## config.mk

```make
export PLATFORM = sky130hd
export DESIGN_NAME = tes_ctrl
export DESIGN_NICKNAME = d
export VERILOG_FILES = /design/src/sv/tes_pkg.sv /design/src/sv/tes_ctrl.sv
export SDC_FILE = /design/constraint.sdc
export NUM_CORES = 1
export LEC_CHECK = 0
export ABC_AREA = 1
export BUFFER_PORTS_ARGS = -buffer_cell sky130_fd_sc_hd__clkbuf_2
export CORE_AREA = 3 3 40 42
export DETAILED_ROUTE_END_ITERATION = 10
export DIE_AREA = 0 0 43 45
export GPL_ROUTABILITY_DRIVEN = 0
export HOLD_SLACK_MARGIN = 0.05
export PLACE_DENSITY = 0.5
export RECOVER_POWER = 50
export SLEW_MARGIN = 20
export SYNTH_ARGS = -nofsm -noshare
export SYNTH_HDL_FRONTEND = slang
export SYNTH_SLANG_ARGS = --single-unit
```

## constraint.sdc

```tcl
create_clock -name clk -period 1.4 [get_ports clk]
set_input_delay 0 -clock clk [delete_from_list [all_inputs] [get_ports clk]]
set_output_delay 0 -clock clk [all_outputs]
set_load 0.03 [all_outputs]
```

## src/sv/tes_pkg.sv

```systemverilog
`timescale 1ns / 1ps
// ----------------------------------------------------------------------------
// tes_pkg
// Shared constants, codes and control types of the timed event scheduler.
// ----------------------------------------------------------------------------
package tes_pkg;

    localparam int NUM_EVENTS = 16;
    localparam int MAX_FIRES  = 64;

    localparam int IDX_W   = $clog2(NUM_EVENTS);
    localparam int CNT_W   = $clog2(NUM_EVENTS + 1);
    localparam int FIRE_AW = (MAX_FIRES > 1) ? $clog2(MAX_FIRES) : 1;
    localparam int NF_W    = $clog2(MAX_FIRES + 1);
    localparam int TIME_W  = 64;
    localparam int TICK_W  = 31;
    localparam int ID_W    = 4;
    localparam int ACT_W   = 4;
    localparam int DC_W    = 32;

    // action codes
    localparam logic [ACT_W-1:0] ACT_SCHED    = 4'd0;
    localparam logic [ACT_W-1:0] ACT_SETINT   = 4'd1;
    localparam logic [ACT_W-1:0] ACT_SETPER   = 4'd2;
    localparam logic [ACT_W-1:0] ACT_ACTIVATE = 4'd3;
    localparam logic [ACT_W-1:0] ACT_DEACT    = 4'd4;
    localparam logic [ACT_W-1:0] ACT_DELAY    = 4'd5;
    localparam logic [ACT_W-1:0] ACT_EARLY    = 4'd6;
    localparam logic [ACT_W-1:0] ACT_ADVANCE  = 4'd7;
    localparam logic [ACT_W-1:0] ACT_QUERY    = 4'd8;
    localparam logic [ACT_W-1:0] ACT_INIT     = 4'd9;

    // result kinds
    localparam logic [1:0] KIND_ACK    = 2'd0;
    localparam logic [1:0] KIND_FIRED  = 2'd1;
    localparam logic [1:0] KIND_ANSWER = 2'd2;

    // pending queue operation
    localparam logic [1:0] LM_NONE   = 2'd0;
    localparam logic [1:0] LM_ADD    = 2'd1;
    localparam logic [1:0] LM_RESORT = 2'd2;
    localparam logic [1:0] LM_REMOVE = 2'd3;

    typedef struct packed {
        logic load;
        logic exec;
        logic run;
        logic fire;
        logic rem;
        logic ins;
        logic gset;
        logic fin;
        logic out;
    } cmd_t;

    typedef struct packed {
        logic       is_adv;
        logic       head_due;
        logic       fire_full;
        logic [1:0] lmode;
        logic       out_last;
    } stat_t;

    function automatic logic [TICK_W-1:0] sat31(input logic [TIME_W-1:0] v);
        return (v > TIME_W'({TICK_W{1'b1}})) ? {TICK_W{1'b1}} : v[TICK_W-1:0];
    endfunction

endpackage

```

## src/sv/tes_ctrl.sv

```systemverilog
`timescale 1ns / 1ps
// ----------------------------------------------------------------------------
// tes_ctrl
// Sequencer: request capture, slot command, queue moves, fire loop, results.
// ----------------------------------------------------------------------------
module tes_ctrl
(
    input  logic           clk,
    input  logic           rst_n,
    input  logic           start,
    input  tes_pkg::stat_t stat,
    output tes_pkg::cmd_t  cmd,
    output logic           busy,
    output logic           strobe
);
    import tes_pkg::*;

    localparam logic [3:0] S_IDLE = 4'd0;
    localparam logic [3:0] S_DISP = 4'd1;
    localparam logic [3:0] S_LIST = 4'd2;
    localparam logic [3:0] S_REM  = 4'd3;
    localparam logic [3:0] S_INS  = 4'd4;
    localparam logic [3:0] S_CHK  = 4'd5;
    localparam logic [3:0] S_FIN  = 4'd6;
    localparam logic [3:0] S_OUT  = 4'd7;

    logic [3:0] state_reg, state_next;

    // state transitions and commands
    always_comb
    begin
        state_next = state_reg;
        cmd        = '0;
        case (state_reg)
            S_IDLE:
            begin
                if (start)
                begin
                    cmd.load   = 1'b1;
                    state_next = S_DISP;
                end
            end
            S_DISP:
            begin
                if (!stat.is_adv)
                begin
                    cmd.exec   = 1'b1;
                    state_next = S_LIST;
                end
                else if (stat.head_due)
                begin
                    cmd.run    = 1'b1;
                    state_next = S_CHK;
                end
                else
                    state_next = S_FIN;
            end
            S_LIST:
            begin
                if (stat.lmode == LM_NONE)
                    state_next = S_FIN;
                else
                    state_next = S_REM;
            end
            S_REM:
            begin
                cmd.rem = 1'b1;
                if (stat.lmode == LM_REMOVE)
                    state_next = S_FIN;
                else
                    state_next = S_INS;
            end
            S_INS:
            begin
                cmd.ins    = 1'b1;
                state_next = stat.is_adv ? S_CHK : S_FIN;
            end
            S_CHK:
            begin
                if (stat.head_due && !stat.fire_full)
                begin
                    cmd.fire   = 1'b1;
                    state_next = S_LIST;
                end
                else if (stat.head_due)
                    state_next = S_FIN;
                else
                begin
                    cmd.gset   = 1'b1;
                    state_next = S_FIN;
                end
            end
            S_FIN:
            begin
                cmd.fin    = 1'b1;
                state_next = S_OUT;
            end
            S_OUT:
            begin
                cmd.out = 1'b1;
                if (stat.out_last)
                    state_next = S_IDLE;
            end
            default:
                state_next = S_IDLE;
        endcase
    end

    always_ff @(posedge clk or negedge rst_n)
    begin
        if (!rst_n)
            state_reg <= S_IDLE;
        else
            state_reg <= state_next;
    end

    assign busy   = (state_reg != S_IDLE);
    assign strobe = (state_reg == S_OUT);

endmodule

```

==> results.py <==
metrics = {
    "critical_path": {
        "timing.critical_path.fanout_max": 8,
        "setup.worst_path.end_class": "primary output",
        "cp_data_required_time_ns": 1.40,
        "rrSetupSlack_ns": 0.27,
        "arrival_ns": 1.29,
        "crit_type": "flip-flop to primary output",
        "path_cells": "nand2_2, nor2_1, clkbuf_2",
        "cell_type_of_the_slowest_stage_on_the_worst_timing_path": "sky130_fd_sc_hd__dfrtp_1",
        "crit_path_max_incr_delay_ns": 0.48,
        "critical_path.startpoint_type": "flip-flop",
    },
    "global_routing": {
        "antenna_found_initial": 0,
        "grt_start_max_net_pins": 9,
        "first_global_vias": 346,
        "first_pass_grt_wire_length_microns": 1360,
        "overflow": 0,
        "grt.total_usage_pct": 10.1,
    },
    "sta": {
        "hold_ws_ns": 0.0624,
        "final_hold_viol_count": 0,
        "finalClockSkew_ns": 0.00508,
        "achievable-frequency_ghz": 0.773,
        "final-setup-viol-count": 0,
        "setup_tns_ns": 0,
        "final-max-slew-violation-count": 0,
        "postLayoutSetupSlackWorst_ns": 0.106,
        "worst_pin_slew_ns": 0.358,
        "period_minus_slack_ns": 1.29,
        "post-route-period-util_pct": 92.5,
        "slew_headroom_pct": 76.2,
        "grt_setup_unrepaired": "no",
    },
    "synth": {
        "yosys_warnings": 0,
        "synth.largest_area_cell": "sky130_fd_sc_hd__dfrtp_1",
        "ys_ff_latch": 3,
        "synth.top_cells.by_area": "sky130_fd_sc_hd__dfrtp_1 23%, sky130_fd_sc_hd__nor2_1 18%, sky130_fd_sc_hd__nand3_1 9.3%",
        "post_synth_instance_area_sq_um": 322,
        "synthFlopType": "sky130_fd_sc_hd__dfrtp_1",
        "synthesis.instances": 56,
        "synth_sequential_area_ratio_pct": 23.3,
        "syn_nets": 65,
        "ys_types": 15,
        "synth_top_area_share_pct": 23.3,
        "synth_common_cells": "15 x sky130_fd_sc_hd__nor2_1, 8 x sky130_fd_sc_hd__inv_1, 8 x sky130_fd_sc_hd__nand2_1",
        "syn-mean-instance-area_sq_um": 5.74,
        "synth.most_common_cell": "sky130_fd_sc_hd__nor2_1",
        "synth-edff-count": 0,
        "synth_async_sr_flop_share_pct": 100,
    },
    "clocking": {
        "htreeDepth": 1,
        "clock-sinks": 3,
        "cts_post_setup_buffers_inserted": 0,
        "clk_transition_reported_paths_ns": 0.04,
        "clockRootBuffer": "sky130_fd_sc_hd__clkbuf_4",
        "tritoncts.num_buffers": 3,
        "cts_max_path_buffers": 2,
        "cts_tree": "yes",
        "insertion_delay_ns": 0.24,
    },
    "power": {
        "vdd_drop_max_mv": 0.893,
        "power.total_mw": 1.05,
        "internal_power_mw": 0.447,
        "total_leakage_power_nw": 0.272,
        "p_per_area_nw_per_um2": 2280,
        "comb_power_share_pct": 64.3,
        "power_frac_clock_pct": 15.0,
        "pwr-share-seq_pct": 20.7,
        "power.share.switching_pct": 57.3,
        "net_switching_power_mw": 0.601,
    },
    "final_layout": {
        "drive_above_1_share_pct": 34.2,
        "syn_to_final_growth_pct": 43.2,
        "finalNetCount": 89,
        "largest_register_ffs": 3,
        "antenna_cells_inserted": 0,
        "instances_no_fill": 94,
    },
    "floorplanning": {
        "die-width_microns": 43,
        "initial_standard_cell_utilization_of_the_core_pct": 25.0,
        "boundaryPins": 20,
        "height_of_the_chip_microns": 45,
        "fp.dieArea_sq_um": 1940,
        "fp.coreArea_sq_um": 1280,
        "floorplan.rows": 13,
    },
    "outcome": {
        "outcome": "finished clean",
    },
    "detailed_routing": {
        "drt-vias-per-instance": 4.35,
        "wl_per_cell_microns": 9.15,
        "final_antenna_violating_net_count": 0,
        "wl_microns": 860,
        "firstDrtPassIters": 4,
        "drtIter0Drc": 9,
        "post_route_drc": 0,
        "route.vias.total": 409,
    },
    "hold_path": {
        "holdCritPathClass": "primary input to flip-flop",
    },
    "placement": {
        "io_buffers": 19,
        "detailedPlace.worstSlack_ns": 0.270,
        "place_inst": 88,
        "place.detailed.hpwl_microns": 715,
    },
    "job": {
        "maxCapViolations": 0,
    },
}
[stage by stage]
step           util [%]  area [sq um]
6_report           35.8           460
5_1_grt            35.8           460
4_1_cts            36.0           463
3_5_place_dp       32.4           417
3_3_place_gp       32.4           417
2_1_floorplan         -           322
[per-layer routing]
| metal | vias up | track usage, % | part of all wire [%] |
|---|---|---|---|
| met5 | - | 0 | 0 |
| met4 | 0 | 7.23 | 0 |
| met3 | 0 | 4.78 | 8.4 |
| met2 | 17 | 15.3 | 47 |
| met1 | 173 | 11.1 | 45 |
| li1 | 219 | - | - |
[worst max-delay path: cells and delay by family, from the launching register on]
kind	cells	cell delay (ns)
flip-flops	1	0.48
AND/OR/NAND/NOR	2	0.33
buffers and inverters	1	0.25
[final timing paths]
path,from,to,depth (start not counted)
setup / recovery,state_reg[0],cmd[4],3
hold / removal,stat[2],state_reg[1],3
setup reg to reg,state_reg[0],state_reg[0],7
hold reg to reg,state_reg[2],state_reg[1],3
max in group asynchronous,rst_n,state_reg[1],2
min in group asynchronous,rst_n,state_reg[2],2
[area by class of cell]
cell class / instances / area, sq um
clock buffers: 4 / 26.3
fillers: 154 / 825
inverters: 10 / 37.5
multi-input cells: 41 / 190
flip-flops and latches: 3 / 75.1
well taps: 15 / 18.8
repair buffers: 21 / 113
[cells by family after synthesis]
kind of cell | synth area share [%]
and+or+nand+nor | 54.5
buffers and inverters | 17.5
DFF | 23.3
AOI/OAI and AO/OA | 4.67
[placed cells by master, fill, tap and decap left out, drive strengths merged]
master        n
nor3          2
clkbuf       23
inv          10
nor2         18
o21ai         2
nand3         6
dfrtp         3
dlygate4sd3   2
nand2        10
nand4         2
a21oi         1
[power groups by stage]
stage	logic (mW)	clock network, mW	registers, mW
CTS	0.685	0.163	0.215
global route	0.748	0.173	0.227
detailed placement	0.678	0	0.217
floorplan	0.587	0	0.181
finish	0.673	0.157	0.217
global placement	0.689	0	0.217
[timing repair]
action | 4_1_cts | 5_1_grt
hold endpoints to repair | 4 | 0
resized for setup | 0 | 0
setup endpoints to repair | 0 | 0
hold buffers | 2 | 0
(Power assumes the default switching activity.)
